$ cat src/design/cfr_pkg.sv
// ----------------------------------------------------------------------------
// cfr_pkg
// Shared types and constants of the clock frame replacer.
// ----------------------------------------------------------------------------
package cfr_pkg;

	// Pool size and the widths that follow from it.
	localparam int FRAMES  = 64;
	localparam int FRAME_W = $clog2(FRAMES);
	localparam int CNT_W   = $clog2(FRAMES + 1);

	// Request kinds. The fourth code is undefined and changes no state.
	localparam logic [1:0] KIND_TOUCH    = 2'd0;
	localparam logic [1:0] KIND_ALLOCATE = 2'd1;
	localparam logic [1:0] KIND_REPLACE  = 2'd2;

	// One request.
	typedef struct packed {
		logic [1:0]         kind;
		logic [FRAME_W-1:0] frame;
	} in_item_t;

	// One result.
	typedef struct packed {
		logic [FRAME_W-1:0] chosen_frame;
		logic               evicted;
	} out_item_t;

	// Commands from the controller to the datapath.
	typedef struct packed {
		logic load;           // register an accepted request
		logic finish_direct;  // deliver a result that needs no sweep
		logic sweep_step;     // clear the bit at the hand and move past it
		logic finish_victim;  // deliver the frame at the hand as the victim
	} cfr_cmd_t;

	// Status from the datapath to the controller.
	typedef struct packed {
		logic needs_sweep;    // registered request must take a clock victim
		logic ref_set;        // reference bit at the hand is set
		logic out_free;       // output register can take a result this cycle
	} cfr_status_t;

endpackage

$ cat src/design/cfr_ctrl.sv
// ----------------------------------------------------------------------------
// cfr_ctrl
// Controller of the clock frame replacer: accepts a request, then either
// finishes it at once or steps the clock sweep until a victim turns up.
// ----------------------------------------------------------------------------
module cfr_ctrl
	import cfr_pkg::*;
(
	input  logic        clk,
	input  logic        arst_n,
	input  logic        in_valid,
	input  cfr_status_t status,
	output cfr_cmd_t    cmd,
	output logic        busy
);

	typedef enum logic [2:0] {
		S_IDLE  = 3'b001,
		S_EXEC  = 3'b010,
		S_SWEEP = 3'b100
	} state_t;

	state_t state_q;
	state_t state_next;

	// The block takes a new request only when it holds none.
	assign busy = (state_q != S_IDLE);

	// Next state and commands.
	always_comb begin
		state_next = state_q;
		cmd        = '0;
		unique case (state_q)
			S_IDLE: begin
				if (in_valid) begin
					cmd.load   = 1'b1;
					state_next = S_EXEC;
				end
			end
			S_EXEC: begin
				if (status.needs_sweep) begin
					state_next = S_SWEEP;
				end else if (status.out_free) begin
					cmd.finish_direct = 1'b1;
					state_next        = S_IDLE;
				end
			end
			S_SWEEP: begin
				if (status.ref_set) begin
					cmd.sweep_step = 1'b1;
				end else if (status.out_free) begin
					cmd.finish_victim = 1'b1;
					state_next        = S_IDLE;
				end
			end
			default: begin
				state_next = S_IDLE;
			end
		endcase
	end

	// State register.
	always_ff @(posedge clk or negedge arst_n) begin
		if (!arst_n) begin
			state_q <= S_IDLE;
		end else begin
			state_q <= state_next;
		end
	end

endmodule

$ cat src/design/cfr_dp.sv
// ----------------------------------------------------------------------------
// cfr_dp
// Datapath of the clock frame replacer: reference bits, clock hand, count of
// never-used frames, the registered request and the output register.
// ----------------------------------------------------------------------------
module cfr_dp
	import cfr_pkg::*;
(
	input  logic        clk,
	input  logic        arst_n,
	input  in_item_t    in_data,
	input  logic        out_stall,
	input  cfr_cmd_t    cmd,
	output cfr_status_t status,
	output logic        out_valid,
	output out_item_t   out_data
);

	localparam logic [CNT_W-1:0]   FRAMES_C = CNT_W'(FRAMES);
	localparam logic [FRAME_W-1:0] LAST_C   = FRAME_W'(FRAMES - 1);

	logic [FRAMES-1:0]  ref_q;
	logic [FRAME_W-1:0] hand_q;
	logic [CNT_W-1:0]   unused_q;
	logic               out_valid_q;
	in_item_t           item_q;
	out_item_t          out_data_q;

	logic               alloc_new;
	logic [CNT_W-1:0]   alloc_idx;
	logic [FRAME_W-1:0] hand_next;
	logic [FRAME_W-1:0] direct_frame;

	// An allocate takes a fresh frame while any remain; otherwise it sweeps.
	assign alloc_new   = (item_q.kind == KIND_ALLOCATE) && (unused_q != '0);
	assign alloc_idx   = FRAMES_C - unused_q;
	assign hand_next   = (hand_q == LAST_C) ? '0 : hand_q + 1'b1;
	assign direct_frame = alloc_new ? alloc_idx[FRAME_W-1:0] : item_q.frame;

	// Status towards the controller.
	assign status.needs_sweep = (item_q.kind == KIND_REPLACE) ||
		((item_q.kind == KIND_ALLOCATE) && (unused_q == '0));
	assign status.ref_set     = ref_q[hand_q];
	assign status.out_free    = !out_valid_q || !out_stall;

	// Replacement state and output valid flag.
	always_ff @(posedge clk or negedge arst_n) begin
		if (!arst_n) begin
			ref_q       <= '0;
			hand_q      <= '0;
			unused_q    <= FRAMES_C;
			out_valid_q <= 1'b0;
		end else begin
			if (cmd.finish_direct) begin
				if (item_q.kind == KIND_TOUCH || alloc_new) begin
					ref_q[direct_frame] <= 1'b1;
				end
				if (alloc_new) begin
					unused_q <= unused_q - 1'b1;
				end
			end
			if (cmd.sweep_step) begin
				ref_q[hand_q] <= 1'b0;
				hand_q        <= hand_next;
			end
			if (cmd.finish_victim) begin
				ref_q[hand_q] <= 1'b1;
				hand_q        <= hand_next;
			end
			if (cmd.finish_direct || cmd.finish_victim) begin
				out_valid_q <= 1'b1;
			end else if (!out_stall) begin
				out_valid_q <= 1'b0;
			end
		end
	end

	// Request and result payload registers.
	always_ff @(posedge clk) begin
		if (cmd.load) begin
			item_q <= in_data;
		end
		if (cmd.finish_direct) begin
			out_data_q.chosen_frame <= direct_frame;
			out_data_q.evicted      <= 1'b0;
		end else if (cmd.finish_victim) begin
			out_data_q.chosen_frame <= hand_q;
			out_data_q.evicted      <= 1'b1;
		end
	end

	assign out_valid = out_valid_q;
	assign out_data  = out_data_q;

endmodule

$ cat src/design/clock_frame_replacer_core.sv
// ----------------------------------------------------------------------------
// clock_frame_replacer_core
// Buffer pool frame chooser under the clock (second-chance) policy.
// ----------------------------------------------------------------------------
// Requests are taken one at a time. A touch, an allocate that still finds a
// never-used frame, or an undefined kind is first registered and then gives
// its result. A request that takes a clock victim is registered, then the
// hand sweeps past each set reference bit and the frame at the first clear
// one is the victim; the sweep reads and clears one reference bit per cycle.
// The result waits in an output register, so a stall on the output only
// delays the next request once a second result is ready.
// ----------------------------------------------------------------------------
module clock_frame_replacer_core
	import cfr_pkg::*;
(
	input  logic      clk,
	input  logic      arst_n,
	input  logic      in_valid,
	output logic      in_stall,
	input  in_item_t  in_data,
	output logic      out_valid,
	input  logic      out_stall,
	output out_item_t out_data
);

	cfr_cmd_t    cmd;
	cfr_status_t status;
	logic        busy;

	// Sequencing of each request.
	cfr_ctrl u_ctrl (
		.clk      (clk),
		.arst_n   (arst_n),
		.in_valid (in_valid),
		.status   (status),
		.cmd      (cmd),
		.busy     (busy)
	);

	// Reference bits, hand and result register.
	cfr_dp u_dp (
		.clk       (clk),
		.arst_n    (arst_n),
		.in_data   (in_data),
		.out_stall (out_stall),
		.cmd       (cmd),
		.status    (status),
		.out_valid (out_valid),
		.out_data  (out_data)
	);

	assign in_stall = busy;

endmodule

$ cat config.mk
export PLATFORM = sky130hd
export DESIGN_NAME = clock_frame_replacer_core
export DESIGN_NICKNAME = d
export VERILOG_FILES = /design/src/design/cfr_pkg.sv /design/src/design/cfr_ctrl.sv /design/src/design/cfr_dp.sv /design/src/design/clock_frame_replacer_core.sv
export SDC_FILE = /design/constraint.sdc
export NUM_CORES = 1
export LEC_CHECK = 0
export ABC_AREA = 1
export BUFFER_PORTS_ARGS = -buffer_cell sky130_fd_sc_hd__buf_2
export CAP_MARGIN = 20
export CORE_ASPECT_RATIO = 0.6
export CORE_MARGIN = 1
export CORE_UTILIZATION = 49
export DETAILED_ROUTE_END_ITERATION = 16
export PLACE_DENSITY = 0.67
export SLEW_MARGIN = 10
export SYNTH_ARGS = -nofsm -noshare
export SYNTH_HDL_FRONTEND = slang
export SYNTH_SLANG_ARGS = --single-unit
$ cat constraint.sdc
create_clock -name clk -period 5.89 [get_ports clk]
set_input_delay 1.767 -clock clk [delete_from_list [all_inputs] [get_ports clk]]
set_output_delay 1.767 -clock clk [all_outputs]
set_load 0.05 [all_outputs]
==> impl_metrics.csv <==
group,metric,value,unit
status,outcome,"complete, no violations",
cts,clockBufferDepth,2,
worst_setup_path,timing.critical_path.cells,"buf_4 > inv_2 > nand2_1 > nand3_1 > nand2_1 > o21ai_1 > nand2_1 > nor2_1 > nand3_1 > inv_2 > buf_16 > nand2_1 > nand2_1",
sta,setup-tns-final,0,ns
die,die-width,146,um
synth,syn_avg_cell_area,6.31,um2
route,wire_per_inst,15.6,um
worst_setup_path,crit_path_max_fanout,40,
cts,hold_buffers_post_cts,0,
power,ir_drop,295,uV
worst_setup_path,crit_path_top_delay_cell,"sky130_fd_sc_hd__inv_2",
global_routing,globalRouteMet2Util,41.2,%
synth,netlist_area,6120,um2
die,fp.coreArea,12100,um2
synth,synthesis.instances,971,
route,antenna_violating_nets_post_route,0,
worst_setup_path,crit_arrival,3.94,ns
placement,dpl.hpwl,11800,um
power,p_leak,3.51,nW
cts,cts.reportedPaths.clkPinSlew,0.07,ns
flow_run,max_cap_viol_count,0,
cts,clock-sinks,96,
die,fp-row-count,31,
die,die_height,88.6,um
worst_setup_path,timing.setup.critical_path_class,"reg -> reg",
synth,yosysUniqueCellTypes,33,
layout,mostFrequentLayoutCells,"sky130_fd_sc_hd__nand2_1, sky130_fd_sc_hd__nand3_1, sky130_fd_sc_hd__inv_1",
layout,stdcell_area,6580,um2
synth,synth.yosys.warnings,0,
worst_setup_path,critical_path.n_buffers_inverters,4,
global_routing,grt_pass1_vias,5328,
layout,final_antenna_diode_count,0,
cts,cts-resized-gates,0,
layout,layout-area-overhead-vs-synth,7.37,%
die,top_ports,21,
sta,setup_violations,0,
sta,hold_viol_final,0,
layout,layout_commonest_cell,"sky130_fd_sc_hd__nand2_1",
placement,place_congestion,0.919,
synth,syn-num-nets,985,
global_routing,antenna_found_initial,0,
sta,slew-limit-headroom,39.3,%
cts,cts-htree-levels,3,
die,overall_die_area,13000,um2
synth,synth_sequential_area_ratio,40.3,%
synth,synth_top_area_share,32.3,%
sta,finalWorstPathRequiredPeriod,3.65,ns
global_routing,grt_most_used_layer,"met1",
power,power,0.00240,W
sta,fmax,274,MHz
layout,layout.core_utilization,54.3,%
layout,fin_nets,988,
route,post_drt_via_cell_ratio,5.23,
route,drt_wl_total,17900,um
synth,netlist_top_cells_area,"sky130_fd_sc_hd__dfrtp_1, sky130_fd_sc_hd__nand2_1, sky130_fd_sc_hd__nand3_1",
route,drcViolationCount,0,
worst_hold_path,min_path_type,"reg -> reg",
sta,min_period_over_period,62.0,%
global_routing,grt_start_max_net_pins,66,
sta,worst-slew-pin-transition,0.908,ns
sta,rsz0062_at_grt,"no",
synth,synth.largest_area_cell,"sky130_fd_sc_hd__dfrtp_1",
global_routing,grt_overflow_total,0,
layout,post_route_cells_drive_above_1_share,6.13,%
cts,cts_tree,"yes",
placement,placement.io_buffers,20,
global_routing,met1_usage,46.1,%
worst_setup_path,slowest_delay,0.65,ns
route,routed-via-count,5988,
die,floorplan.initialDensity,50.6,%
placement,postPlaceCellArea,6270,um2
cts,cts_inserted_buffers,9,
worst_setup_path,timing.critical_path.mode_cell,"sky130_fd_sc_hd__nand2_1",
global_routing,first_pass_grt_wire_length,28900,um
cts,number_of_post_cts_setup_repair_buffers,0,
route,detailed_router_iteration_count_before_antenna_repair,5,
global_routing,grt.total_usage,29.7,%
route,detailed_router_s_first_iteration_violation_count,494,
cts,worst_skew_pair.late_latency,0.35,ns
cts,cts.root.buffer_cell,"sky130_fd_sc_hd__clkbuf_16",
power,power_density,366,nW/um2
synth,synth-seq-cells,96,
sta,drv_slew,0,
sta,fin_clk_skew,0.00557,ns
worst_setup_path,endpoint_kind,"flip-flop",
global_routing,grtUsageMet3,5.77,%
worst_setup_path,worstSetupStartpointType,"flip-flop",
worst_setup_path,worst_path_dominant_cell_family,"buffers and inverters",
worst_setup_path,critPathRequiredTime,6.17,ns
cells by family (layout without fill, tap and decap cells):
group,count (synthesis),in the layout,share of synthesized area [%]
simple gates,691,691,45.5
buf+inv,141,149,9.74
flops,96,96,40.3
compound gates,35,35,3.21
xor+xnor,6,6,0.858
fa+ha+maj,2,2,0.409
routing by layer:
metal | part of all wire (%) | vias up
met2 | 39 | 297
met3 | 9.8 | 19
li1 | - | 2996
met1 | 50 | 2676
met4 | 1.2 | 0
met5 | 0 | -
state kept, by name (all words and copies together) (netlist names):
| signal | cells |
|---|---|
| u_dp.ref_q | 64 |
| u_dp.item_q | 8 |
| u_dp.out_data | 7 |
| u_dp.unused_q | 7 |
| u_dp.hand_q | 6 |
| u_ctrl.state_q | 3 |
| u_dp.out_valid | 1 |
final timing paths:
| kind | depth (start not counted) | endpoint | slack, ns | startpoint |
|---|---|---|---|---|
| setup / recovery | 13 | u_dp.ref_q[62] | 2.24 | u_dp.hand_q[0] |
| hold reg to reg | 2 | u_dp.out_data[0] | 0.46 | u_dp.out_data[0] |
| setup reg to reg | 13 | u_dp.ref_q[62] | 2.24 | u_dp.hand_q[0] |
| hold / removal | 2 | u_dp.out_data[0] | 0.46 | u_dp.out_data[0] |
| max in group asynchronous | 2 | u_dp.ref_q[21] | 3.51 | arst_n |
| min in group asynchronous | 1 | u_dp.unused_q[0] | 1.37 | arst_n |
per-stage QoR:
stage / setup slack, ns / cells / hold WS (ns)
final: 2.24 / 1144 / 0.456
after global routing: 2.03 / 1144 / 0.480
after CTS: 2.13 / 1143 / 0.461
after detailed placement: 1.98 / 1127 / 0.450
after global placement: 2.07 / 1127 / 0.444
after floorplan: 3.03 / 971 / 0.434
synthesized netlist by cell type:
master                     number
sky130_fd_sc_hd__inv_2          4
sky130_fd_sc_hd__dfrtp_1       79
sky130_fd_sc_hd__nand4_1        1
sky130_fd_sc_hd__buf_6          2
sky130_fd_sc_hd__dfxtp_1        1
sky130_fd_sc_hd__nor3_1        11
sky130_fd_sc_hd__o211ai_1       1
sky130_fd_sc_hd__o21ai_1       10
sky130_fd_sc_hd__nand3_2        1
sky130_fd_sc_hd__buf_2         15
sky130_fd_sc_hd__o21ai_0       10
sky130_fd_sc_hd__nand2_1      468
sky130_fd_sc_hd__dfstp_2        2
sky130_fd_sc_hd__and3_1         1
sky130_fd_sc_hd__a22oi_1        2
sky130_fd_sc_hd__xnor2_1        1
sky130_fd_sc_hd__nand2_2        1
sky130_fd_sc_hd__nor2_2         8
sky130_fd_sc_hd__inv_1        102
sky130_fd_sc_hd__o21ai_2        1
sky130_fd_sc_hd__nor2_4         1
sky130_fd_sc_hd__o22ai_1        5
sky130_fd_sc_hd__edfxtp_1      14
sky130_fd_sc_hd__nand3_1      108
sky130_fd_sc_hd__ha_1           2
sky130_fd_sc_hd__xor2_1         5
sky130_fd_sc_hd__clkbuf_1       7
sky130_fd_sc_hd__nor2_1        91
sky130_fd_sc_hd__a31oi_1        1
sky130_fd_sc_hd__buf_4          9
sky130_fd_sc_hd__clkinv_1       2
sky130_fd_sc_hd__a21oi_1        4
sky130_fd_sc_hd__o31ai_1        1
tightest hold or removal path: stages (launching register included):
cell and delay [ns]:
sky130_fd_sc_hd__dfxtp_1 0.31, sky130_fd_sc_hd__inv_1 0.05, sky130_fd_sc_hd__a21oi_1 0.05
power breakdown:
group	switching (W)	internal [W]	leakage (nW)
registers	0.0000532	0.000821	1.25
logic	0.000738	0.000238	2.14
clock network	0.000267	0.000288	0.125
total	0.00106	0.00135	3.51
cell type report:
| class | count | area, um2 |
|---|---|---|
| Inverter | 108 | 405 |
| Tap cell | 165 | 206 |
| Fill cell | 1270 | 5530 |
| Timing Repair Buffer | 25 | 160 |
| Clock buffer | 10 | 229 |
| Clock inverter | 6 | 45.0 |
| Sequential cell | 96 | 2470 |
| Multi-Input combinational cell | 734 | 3060 |
Note: power is estimated with default switching activity, not from simulation.
